===== config.mk =====
export PLATFORM = sky130hd
export DESIGN_NAME = rgb_led_strip_bit_driver
export DESIGN_NICKNAME = d
export VERILOG_FILES = /design/src/rtl/rgbled_pkg.sv /design/src/rtl/rgbled_ram.sv /design/src/rtl/rgb_led_strip_bit_driver.sv
export SDC_FILE = /design/constraint.sdc
export NUM_CORES = 2
export LEC_CHECK = 0
export ABC_AREA = 0
export BUFFER_PORTS_ARGS = -buffer_cell sky130_fd_sc_hd__buf_2
export CAP_MARGIN = 40
export CORE_ASPECT_RATIO = 1.4
export CORE_MARGIN = 4
export CORE_UTILIZATION = 45
export DETAILED_ROUTE_END_ITERATION = 8
export GPL_ROUTABILITY_DRIVEN = 0
export SLEW_MARGIN = 20
export SYNTH_ARGS = -nofsm -noshare
export SYNTH_HDL_FRONTEND = slang
export SYNTH_SLANG_ARGS = --single-unit

===== constraint.sdc =====
create_clock -name clk -period 5.1 [get_ports clk]
set_input_delay 1.02 -clock clk [delete_from_list [all_inputs] [get_ports clk]]
set_output_delay 1.02 -clock clk [all_outputs]
set_load 0.05 [all_outputs]

===== src/rtl/rgbled_pkg.sv =====
// Package: shared constants and types for the RGB LED strip bit driver.
`default_nettype none
package rgbled_pkg;

	localparam int LED_COUNT_DEF = 64;
	localparam int BITS_PER_LED  = 24;
	localparam int COLOR_W       = 24;
	localparam int TICK_W        = 12;
	localparam int SLOTS_W       = 8;
	localparam int BITPOS_W      = 5;
	localparam int CFG_IDX_W     = 2;
	localparam int CFG_DATA_W    = 12;

	localparam logic [TICK_W-1:0]  PERIOD_RST   = 12'd125;
	localparam logic [TICK_W-1:0]  HIGH_ZERO_RST = 12'd35;
	localparam logic [TICK_W-1:0]  HIGH_ONE_RST = 12'd80;
	localparam logic [SLOTS_W-1:0] RST_SLOTS_RST = 8'd50;

	localparam logic [BITPOS_W-1:0] BIT_LAST = BITPOS_W'(BITS_PER_LED - 1);

	typedef enum logic [CFG_IDX_W-1:0] {
		CFG_PERIOD    = 2'd0,
		CFG_HIGH_ZERO = 2'd1,
		CFG_HIGH_ONE  = 2'd2,
		CFG_RST_SLOTS = 2'd3
	} cfg_idx_t;

	typedef enum logic {
		CMD_WRITE = 1'b0,
		CMD_TICK  = 1'b1
	} cmd_t;

endpackage
`default_nettype wire


===== src/rtl/rgbled_ram.sv =====
// Generic single-write, single-read RAM with registered read data.
`default_nettype none
module rgbled_ram #(
	parameter int WIDTH = 24,
	parameter int DEPTH = 64
) (
	input  wire logic                                    clk,
	input  wire logic                                    we,
	input  wire logic [(DEPTH > 1 ? $clog2(DEPTH) : 1)-1:0] waddr,
	input  wire logic [WIDTH-1:0]                        wdata,
	input  wire logic                                    re,
	input  wire logic [(DEPTH > 1 ? $clog2(DEPTH) : 1)-1:0] raddr,
	output logic      [WIDTH-1:0]                        rdata
);

	logic [WIDTH-1:0] mem_q [DEPTH];

	always_ff @(posedge clk) begin
		if (we) begin
			mem_q[waddr] <= wdata;
		end
		if (re) begin
			rdata <= mem_q[raddr];
		end
	end

endmodule
`default_nettype wire


===== src/rtl/rgb_led_strip_bit_driver.sv =====
// Top level: one-wire waveform driver for a chain of addressable RGB LEDs.
// Takes one word per clock while in_stall is low: a color write or one timer tick. Each
// accepted word gives one result word, through the color store read and the stage-1
// registers, then the output register. Counters advance when a tick is accepted; the color
// store is a single RAM read that feeds the level decision from stage 1, and per-entry valid
// bits make unwritten LEDs read as black, so no clearing pass is needed after reset.
`default_nettype none
module rgb_led_strip_bit_driver #(
	parameter int LED_COUNT = rgbled_pkg::LED_COUNT_DEF
) (
	input  wire logic                                  clk,
	input  wire logic                                  arst_n,
	input  wire logic                                  in_valid,
	output logic                                       in_stall,
	input  wire logic                                  command,
	input  wire logic [7:0]                            led_index,
	input  wire logic [7:0]                            red,
	input  wire logic [7:0]                            green,
	input  wire logic [7:0]                            blue,
	output logic                                       out_valid,
	input  wire logic                                  out_stall,
	output logic                                       line_level,
	output logic                                       write_taken,
	output logic                                       frame_start,
	input  wire logic                                  cfg_valid,
	output logic                                       cfg_ready,
	input  wire logic [rgbled_pkg::CFG_IDX_W-1:0]      cfg_index,
	input  wire logic [rgbled_pkg::CFG_DATA_W-1:0]     cfg_data
);

	import rgbled_pkg::*;

	localparam int IDX_W = (LED_COUNT > 1) ? $clog2(LED_COUNT) : 1;
	localparam logic [IDX_W-1:0] LED_LAST = IDX_W'(LED_COUNT - 1);
	localparam logic [8:0] LED_LIMIT = 9'(LED_COUNT);

	logic [TICK_W-1:0]  period_q;
	logic [TICK_W-1:0]  high_zero_q;
	logic [TICK_W-1:0]  high_one_q;
	logic [SLOTS_W-1:0] rst_slots_q;

	logic [IDX_W-1:0]    led_q;
	logic [BITPOS_W-1:0] bit_q;
	logic [TICK_W-1:0]   tick_q;
	logic [SLOTS_W-1:0]  gap_cnt_q;
	logic                gap_q;
	logic                slot_bit_q;
	logic                level_q;
	logic [LED_COUNT-1:0] ent_valid_q;

	logic                valid_s1;
	logic                tick_s1;
	logic                latch_s1;
	logic [BITPOS_W-1:0] bitsel_s1;
	logic [TICK_W-1:0]   cnt_s1;
	logic                gap_s1;
	logic                first_s1;
	logic                taken_s1;
	logic                ent_valid_s1;

	logic                out_valid_q;
	logic                line_level_q;
	logic                write_taken_q;
	logic                frame_start_q;

	logic                in_accept;
	logic                adv;
	logic                is_tick;
	logic                wr_ok;
	logic [IDX_W-1:0]    wr_addr;
	logic [COLOR_W-1:0]  rdata;

	logic [IDX_W-1:0]    led_d;
	logic [BITPOS_W-1:0] bit_d;
	logic [TICK_W-1:0]   tick_d;
	logic [SLOTS_W-1:0]  gap_cnt_d;
	logic                gap_d;
	logic [TICK_W:0]     tick_inc;
	logic [SLOTS_W-1:0]  gap_inc;

	logic                new_bit;
	logic                cur_bit;
	logic [TICK_W-1:0]   high_sel;
	logic                level_d;

	assign cfg_ready = 1'b1;

	always_ff @(posedge clk or negedge arst_n) begin
		if (!arst_n) begin
			period_q    <= PERIOD_RST;
			high_zero_q <= HIGH_ZERO_RST;
			high_one_q  <= HIGH_ONE_RST;
			rst_slots_q <= RST_SLOTS_RST;
		end else if (cfg_valid && cfg_ready) begin
			case (cfg_idx_t'(cfg_index))
				CFG_PERIOD:    period_q    <= cfg_data;
				CFG_HIGH_ZERO: high_zero_q <= cfg_data;
				CFG_HIGH_ONE:  high_one_q  <= cfg_data;
				CFG_RST_SLOTS: rst_slots_q <= cfg_data[SLOTS_W-1:0];
				default: ;
			endcase
		end
	end

	assign adv       = valid_s1 && (!out_valid_q || !out_stall);
	assign in_stall  = valid_s1 && !adv;
	assign in_accept = in_valid && !in_stall;
	assign is_tick   = (cmd_t'(command) == CMD_TICK);
	assign wr_ok     = !is_tick && ({1'b0, led_index} < LED_LIMIT);
	assign wr_addr   = led_index[IDX_W-1:0];

	always_comb begin
		led_d     = led_q;
		bit_d     = bit_q;
		gap_cnt_d = gap_cnt_q;
		gap_d     = gap_q;
		tick_inc  = {1'b0, tick_q} + 1'b1;
		gap_inc   = gap_cnt_q + 1'b1;
		tick_d    = tick_inc[TICK_W-1:0];
		if (tick_inc >= {1'b0, period_q}) begin
			tick_d = '0;
			if (gap_q) begin
				gap_cnt_d = gap_inc;
				if (gap_inc >= rst_slots_q || gap_inc == '0) begin
					gap_d     = 1'b0;
					gap_cnt_d = '0;
				end
			end else if (bit_q == BIT_LAST) begin
				bit_d = '0;
				if (led_q == LED_LAST) begin
					led_d     = '0;
					gap_cnt_d = '0;
					gap_d     = (rst_slots_q != '0);
				end else begin
					led_d = led_q + 1'b1;
				end
			end else begin
				bit_d = bit_q + 1'b1;
			end
		end
	end

	always_ff @(posedge clk or negedge arst_n) begin
		if (!arst_n) begin
			led_q       <= '0;
			bit_q       <= '0;
			tick_q      <= '0;
			gap_cnt_q   <= '0;
			gap_q       <= 1'b0;
			ent_valid_q <= '0;
		end else if (in_accept) begin
			if (is_tick) begin
				led_q     <= led_d;
				bit_q     <= bit_d;
				tick_q    <= tick_d;
				gap_cnt_q <= gap_cnt_d;
				gap_q     <= gap_d;
			end else if (wr_ok) begin
				ent_valid_q[wr_addr] <= 1'b1;
			end
		end
	end

	rgbled_ram #(
		.WIDTH(COLOR_W),
		.DEPTH(LED_COUNT)
	) u_color_ram (
		.clk  (clk),
		.we   (in_accept && wr_ok),
		.waddr(wr_addr),
		.wdata({green, red, blue}),
		.re   (in_accept && is_tick),
		.raddr(led_q),
		.rdata(rdata)
	);

	always_ff @(posedge clk or negedge arst_n) begin
		if (!arst_n) begin
			valid_s1 <= 1'b0;
		end else if (in_accept) begin
			valid_s1 <= 1'b1;
		end else if (adv) begin
			valid_s1 <= 1'b0;
		end
	end

	always_ff @(posedge clk) begin
		if (in_accept) begin
			tick_s1      <= is_tick;
			latch_s1     <= (tick_q == '0);
			bitsel_s1    <= BIT_LAST - bit_q;
			cnt_s1       <= tick_q;
			gap_s1       <= gap_q;
			first_s1     <= is_tick && !gap_q && led_q == '0 && bit_q == '0 && tick_q == '0;
			taken_s1     <= wr_ok;
			ent_valid_s1 <= ent_valid_q[led_q];
		end
	end

	assign new_bit  = !gap_s1 && ent_valid_s1 && rdata[bitsel_s1];
	assign cur_bit  = latch_s1 ? new_bit : slot_bit_q;
	assign high_sel = cur_bit ? high_one_q : high_zero_q;
	assign level_d  = tick_s1 ? (!gap_s1 && (cnt_s1 < high_sel)) : level_q;

	always_ff @(posedge clk or negedge arst_n) begin
		if (!arst_n) begin
			slot_bit_q  <= 1'b0;
			level_q     <= 1'b0;
			out_valid_q <= 1'b0;
		end else begin
			if (adv) begin
				out_valid_q <= 1'b1;
				if (tick_s1) begin
					slot_bit_q <= cur_bit;
					level_q    <= level_d;
				end
			end else if (!out_stall) begin
				out_valid_q <= 1'b0;
			end
		end
	end

	always_ff @(posedge clk) begin
		if (adv) begin
			line_level_q  <= level_d;
			write_taken_q <= !tick_s1 && taken_s1;
			frame_start_q <= tick_s1 && first_s1;
		end
	end

	assign out_valid   = out_valid_q;
	assign line_level  = line_level_q;
	assign write_taken = write_taken_q;
	assign frame_start = frame_start_q;

	a_bit_range: assert property (@(posedge clk) disable iff (!arst_n)
		bit_q <= BIT_LAST)
		else $error("bit position beyond last bit of an LED");

	a_gap_home: assert property (@(posedge clk) disable iff (!arst_n)
		gap_q |-> (led_q == '0 && bit_q == '0))
		else $error("reset gap entered away from frame start");

	a_out_excl: assert property (@(posedge clk) disable iff (!arst_n)
		out_valid_q |-> !(write_taken_q && frame_start_q))
		else $error("write and frame start reported together");

	a_no_overrun: assert property (@(posedge clk) disable iff (!arst_n)
		(valid_s1 && out_valid_q && out_stall) |-> !in_accept)
		else $error("word accepted while pipeline is full");

endmodule
`default_nettype wire

# --- Word-level counts from Yosys, hierarchy flattened ---
# Memories as Yosys holds them, arrays and structs flattened. A register that Yosys moved wholly into a read port is not among the register bits.
# Cells that the tools add are included.
classes:
  n_addsub: 5
  n_mul: 0
  n_div: 0
  magnitude_cmp: 8
  eq_ne: 6
  n_shift: 0
  n_mux: 26
  bitwise_logic: 3
  n_reduce_logical: 46
ops:
  columns: ["cell", "n"]
  rows:
  - ["OR 64 bit", 1]
  - ["two-way mux 8 bit", 4]
  - ["two-way mux 12 bit", 2]
  - ["logical AND 1 bit", 16]
  - ["two-way mux 1 bit", 15]
  - ["less-than comparator 6 x 7 -> 1 bit (second input constant)", 2]
  - ["adder 12 x 1 -> 13 bit (second input constant)", 1]
  - ["greater-or-equal comparator 13 x 12 -> 1 bit", 1]
  - ["logical NOT 12 bit", 1]
  - ["less-than comparator 12 bit", 1]
  - ["AND reduction 2 bit", 6]
  - ["AND reduction 5 bit", 2]
  - ["adder 8 x 1 -> 8 bit (second input constant)", 1]
  - ["greater-or-equal comparator 8 bit", 1]
  - ["logical NOT 1 bit", 8]
  - ["logical NOT 8 bit", 1]
  - ["less-than comparator 8 x 7 -> 1 bit (second input constant)", 1]
  - ["nonzero test 8 bit", 1]
  - ["adder 6 x 1 -> 6 bit (second input constant)", 1]
  - ["binary-select mux 1 bit (select 6 bit)", 1]
  - ["demux 1 bit (select 6 bit)", 1]
  - ["== test 6 bit (second input constant)", 1]
  - ["greater-or-equal comparator 6 x 1 -> 1 bit (second input constant)", 1]
  - ["logical NOT 6 bit", 1]
  - ["other kinds (17)", 23]
totals:
  ff_bits: 170
  latch_bits: 0
  ramBits: 1536
  rom_bits: 0
  input_bits: 52
  output_inout_bits: 6
  wordCells: 120
  mem_count: 1
memory_table:
  columns: ["memory", "depth", "width", "read_ports", "rd_clocked_by_memory_dff", "write_ports", "line", "rtl"]
  rows:
  - ["u_color_ram.mem_q", 64, 24, 1, 1, 1, "rgbled_ram.sv:16", "logic [WIDTH-1:0] mem_q [DEPTH];"]

# --- Depth between registers and ports, before layout ---
depth:
  word_depth: 10
  ltp_mapped: 14
  ltp_nobuf: 12

# --- Modules after synthesis ---
# From an unflattened synthesis, not the netlist that was laid out.
hier_totals:
  cells_unflattened: 3316
  hier_area_um2: 68047.8
by_module_without_submodules:
  columns: ["mod", "n_inst", "cells_per_inst", "area_per_inst_um2", "seq_area_each_um2"]
  rows:
  - ["rgbled_ram", 1, 2610, 59535.8, 46844.9]
  - ["rgb_led_strip_bit_driver", 1, 706, 8511.9, 4401.7]

# --- Least setup slack after synthesis ---
# Ideal clock, no wire load.
synth_path:
  path_kind: "input port to flip-flop"
  startpoint: "input out_stall"
  endpoint: "memory u_color_ram.mem_q[35][0] (enable)"
  setup_time_ns: 0.406
  t_arrival_ns: 3.422
  required_ns: 4.694
  slack_ns: 1.272
  cell_stages: 6
  n_path_buf: 0
  cell_sequence: "nand3_1 -> and2_1 -> nand2_1 -> nor2_1 -> nand3b_1 -> nor2_1"
synth_between:
  elab_chain_len: 10
synth_lines:
  columns: ["item", "line", "rtl"]
  rows:
  - ["from (decl)", "rgb_led_strip_bit_driver.sv:21", "input wire logic out_stall,"]
  - ["logical NOT 1 bit", null, null]
  - ["logical OR 1 bit", "rgb_led_strip_bit_driver.sv:105", "assign adv = valid_s1 && (!out_valid_q || !out_stall);"]
  - ["logical AND 1 bit", "rgb_led_strip_bit_driver.sv:105", null]
  - ["logical NOT 1 bit", "rgb_led_strip_bit_driver.sv:106", "assign in_stall = valid_s1 && !adv;"]
  - ["logical AND 1 bit", "rgb_led_strip_bit_driver.sv:106", null]
  - ["logical NOT 1 bit", "rgb_led_strip_bit_driver.sv:107", "assign in_accept = in_valid && !in_stall;"]
  - ["logical AND 1 bit", "rgb_led_strip_bit_driver.sv:107", null]
  - ["net in_accept", "rgb_led_strip_bit_driver.sv:66", "logic in_accept;"]
  - ["logical AND 1 bit", "rgb_led_strip_bit_driver.sv:169", ".we (in_accept && wr_ok),"]
  - ["two-way mux 1 bit", "rgbled_ram.sv:19", "if (we) begin"]
  - ["two-way mux 1 bit (not written as such)", "rgbled_ram.sv:20", "mem_q[waddr] <= wdata;"]
  - ["to (decl)", "rgbled_ram.sv:16", null]
# The timed path passes the listed nets, and every way through them passes these cells.

# --- Worst setup path after layout ---
layout_path:
  startpoint: "register bitsel_s1[1]"
  endpoint: "register level_q"
layout_between:
  elab_chain_len: 8
layout_lines:
  columns: ["item", "line", "rtl"]
  rows:
  - ["from (decl)", "rgb_led_strip_bit_driver.sv:54", "logic [BITPOS_W-1:0] bitsel_s1;"]
  - ["from (signal assigned)", "rgb_led_strip_bit_driver.sv:191", "bitsel_s1 <= BIT_LAST - bit_q;"]
  - ["binary-select mux 1 bit (select 5 bit)", "rgb_led_strip_bit_driver.sv:200", "assign new_bit = !gap_s1 && ent_valid_s1 && rdata[bitsel_s1];"]
  - ["two-way mux 1 bit (not written as such)", "rgb_led_strip_bit_driver.sv:200", null]
  - ["logical AND 1 bit", "rgb_led_strip_bit_driver.sv:200", null]
  - ["two-way mux 1 bit", "rgb_led_strip_bit_driver.sv:201", "assign cur_bit = latch_s1 ? new_bit : slot_bit_q;"]
  - ["two-way mux 12 bit", "rgb_led_strip_bit_driver.sv:202", "assign high_sel = cur_bit ? high_one_q : high_zero_q;"]
  - ["less-than comparator 12 bit", "rgb_led_strip_bit_driver.sv:203", "assign level_d = tick_s1 ? (!gap_s1 && (cnt_s1 < high_sel)) : level_q;"]
  - ["logical AND 1 bit", "rgb_led_strip_bit_driver.sv:203", null]
  - ["two-way mux 1 bit", "rgb_led_strip_bit_driver.sv:203", null]
  - ["to (signal assigned)", "rgb_led_strip_bit_driver.sv:215", "level_q <= level_d;"]
  - ["to (decl)", "rgb_led_strip_bit_driver.sv:48", "logic level_q;"]
# Every way passes these cells. The select of a mux whose other input is x is not followed.
# A chain may end at the register's enable or synchronous reset.

==> impl_metrics.toml <==
[logic_synthesis]
synth_warnings = 0
ys_ff_latch = 1730
synth_enable_flop_cells = 1586
synthDistinctLibCells = 59
yosysMostFrequentCell = "edfxtp_1"
ys_seq_area_share_pct = 76.2
synthCells = 3019
syn_area_per_cell_sq_um = 22.3
async_flop_share_pct = 8.32
syn_nets = 3110
synthTopCellsByCount = "edfxtp_1 (1,586), mux4_2 (498), dfrtp_1 (130), nor2_1 (96), or2_2 (66)"
netlist.area_leader.share_pct = 70.8
ys.flop_type = "edfxtp_1"
synth_area_leaders = "edfxtp_1 (71%), mux4_2 (17%), dfrtp_1 (4.8%)"
syn_area_sq_um = 67200
synth_top_cell_by_area = "edfxtp_1"

[die]
coreArea_sq_um = 148000
die-area_sq_um = 156000
rows = 167
start_util_pct = 45.4
die_x_um = 335
die_h_um = 465
io_pins = 58

[place]
hpwlAfterDp_mm = 107
portBuffers = 56
post-place-cells = 5019

[cts]
clk_latency_ns = 0.79
post_cts_buffers = 0
cts_sinks = 1730
cts_tree = "built"
htree_levels = 4
cts_buffer_depth = 3
cts_buffers = 160
clk_pin_slew_ns = 0.07
root_buffer = "clkbuf_16"
cts.repair.resized = 0
hold_buffers = 0

[sta]
fin_setup_tns_ns = 0
final-hold-violation-count = 0
period_minus_slack_ns = 3.89
setup_violations = 0
rsz0062_at_grt = "no"
period_share_pct = 76.3
hold_ws_ns = 0.0415
drv_slew = 0
worst_slew_pin_slew_ns = 0.931
max_freq_mhz = 257
fin_skew_ns = 0.0319
slew-limit-headroom_pct = 38.0

[critical_path]
worst_setup_path_start_kind = "flop"
cp.arrival_ns = 4.60
critical_path.most_common_cell = "mux2i_1"
crit_path_end_kind = "flop"
path_depth = 12
worst-setup-path-type = "reg -> reg"
cp_slowest_stage_delay_ns = 0.55
crit_fanout = 13
worst-path-buf-inv = 1
rr_worst_depth = 12
required_ns = 5.81
worstPathCellList = "mux4_2 -> mux2i_1 -> mux2i_1 -> a21oi_2 -> buf_4 -> mux2i_1 -> ha_1 -> a21o_1 -> a2111oi_0 -> o21ai_0 -> a211o_1 -> a2bb2oi_1"
cp_top_family = "compound AO/OA/AOI/OAI gates"
cp_slowest_cell = "mux4_2"

[finish]
fin_cells = 5335
drive_above_1_share_pct = 33.8
fillCellCount = 11300
finalNetCount = 3340
post-route-util_pct = 52.1
area_growth_pct = 14.8

[power_and_ir_drop]
p_per_area_nw_per_um2 = 379
p_switching_uw = 6010
clockPowerShare_pct = 42.7
power_leakage_uw = 0.0251
power.total_uw = 29200
p_sw_share_pct = 20.6
p_int_uw = 23200
power_frac_seq_pct = 54.1
p_comb_share_pct = 3.2
ir_drop_uv = 365

[drt]
routed_via_density = 6.05
num_vias = 32300
wirelength_mm = 173
routedWlPerCell_um = 32.4
drt_iter0_markers = 3775
first_pass_iters = 5
drc_errors = 0
ant_nets = 0

[min_path]
hp-class = "in -> async"

[flow_run]
cap_violations = 0

[global_route]
grt_max_degree = 84
grt.total_usage_pct = 22.4
grt_pass1_vias = 33400
grt_antenna_before_repair = 13
overflow = 0
grt_pass1_wl_mm = 248

[status]
status = "completed"
-- per-layer routing --
layer	vias up	routed length [um]	GRT usage [%]
li1	13100	-	-
met4	2	7580	8.87
met3	286	11300	3.42
met2	1292	90700	39.1
met5	-	13	0
met1	17600	63200	28.5
-- worst paths after layout --
path,startpoint,end,slack (ns)
min reg2reg,ent_valid_q[38],ent_valid_q[38],0.46
min,arst_n,period_q[9],0.04
min in group clk,blue[6],u_color_ram.mem_q[58][6],0.44
max,bitsel_s1[1],level_q,1.21
max reg2reg,bitsel_s1[1],level_q,1.21
max in group asynchronous,arst_n,period_q[3],3.87
-- per-stage QoR --
stage	setup slack, ns	cell area (sq um)
global route	0.936	77200
floorplan	1.27	67200
finish	1.21	77200
detailed placement	1.27	71400
global placement	1.08	71000
CTS	1.25	76900
-- logic make-up (layout without fill, tap and decap cells) --
kind of cell	Yosys count	in the layout	share of synthesized area [%]
other cells	1	6	0.00558
xor+xnor	18	18	0.234
buf+inv	187	555	1.17
fa+ha+maj	39	39	0.726
mux	558	558	17.6
flops	1730	1730	76.2
simple gates	341	341	2.53
compound gates	145	145	1.47
-- state kept, by name, indices dropped and copies added (netlist names), 6 cells and up --
name,cells
rst_slots_q,8
period_q,12
u_color_ram.rdata,24
tick_q,12
high_zero_q,12
high_one_q,12
ent_valid_q,64
cnt_s1,12
gap_cnt_q,8
led_q,6
u_color_ram.mem_q,1536
-- worst register-to-register path, stage by stage, from the launching register on --
cell and delay [ns]:
edfxtp_1 0.53, mux4_2 0.55, mux2i_1 0.22, mux2i_1 0.17
a21oi_2 0.16, buf_4 0.26, mux2i_1 0.22, ha_1 0.26
a21o_1 0.16, a2111oi_0 0.52, o21ai_0 0.31, a211o_1 0.30
a2bb2oi_1 0.14
-- placed cells by master, fill, tap and decap left out, types with 27 or more instances in the layout --
master / Yosys / routed
edfxtp_1: 1586 / 1586
mux4_2: 498 / 498
clkbuf_16: 0 / 164
dfrtp_1: 130 / 126
buf_4: 2 / 112
or2_2: 66 / 66
nand2_1: 65 / 65
nor2_4: 0 / 56
buf_2: 63 / 55
ha_1: 39 / 39
inv_1: 38 / 38
mux2_2: 35 / 35
nor2_1: 96 / 32
a22oi_1: 30 / 30
clkbuf_1: 60 / 30
clkinv_1: 1 / 28
o21ai_0: 27 / 27
clkinv_2: 0 / 27
-- power groups by stage --
stage | registers (uW) | logic (uW) | clock network (uW)
global route | 15800 | 1030 | 13300
global placement | 16100 | 883 | 0
CTS | 15800 | 936 | 12700
floorplan | 16100 | 444 | 0
detailed placement | 16100 | 934 | 0
finish | 15800 | 949 | 12500
-- final cells by class --
| class | instances | area [sq um] | area share [%] |
|---|---|---|---|
| multi-input cells | 1102 | 15600 | 20.3 |
| flip-flops and latches | 1730 | 51300 | 66.4 |
| clock inverters | 99 | 1180 | 1.54 |
| repair buffers | 215 | 2170 | 2.81 |
| clock buffers | 201 | 4310 | 5.59 |
| inverters | 40 | 150 | 0.195 |
| diodes | 5 | 12.5 | 0.0162 |
| well taps | 1943 | 2430 | 3.15 |
(Power assumes the default switching activity.)
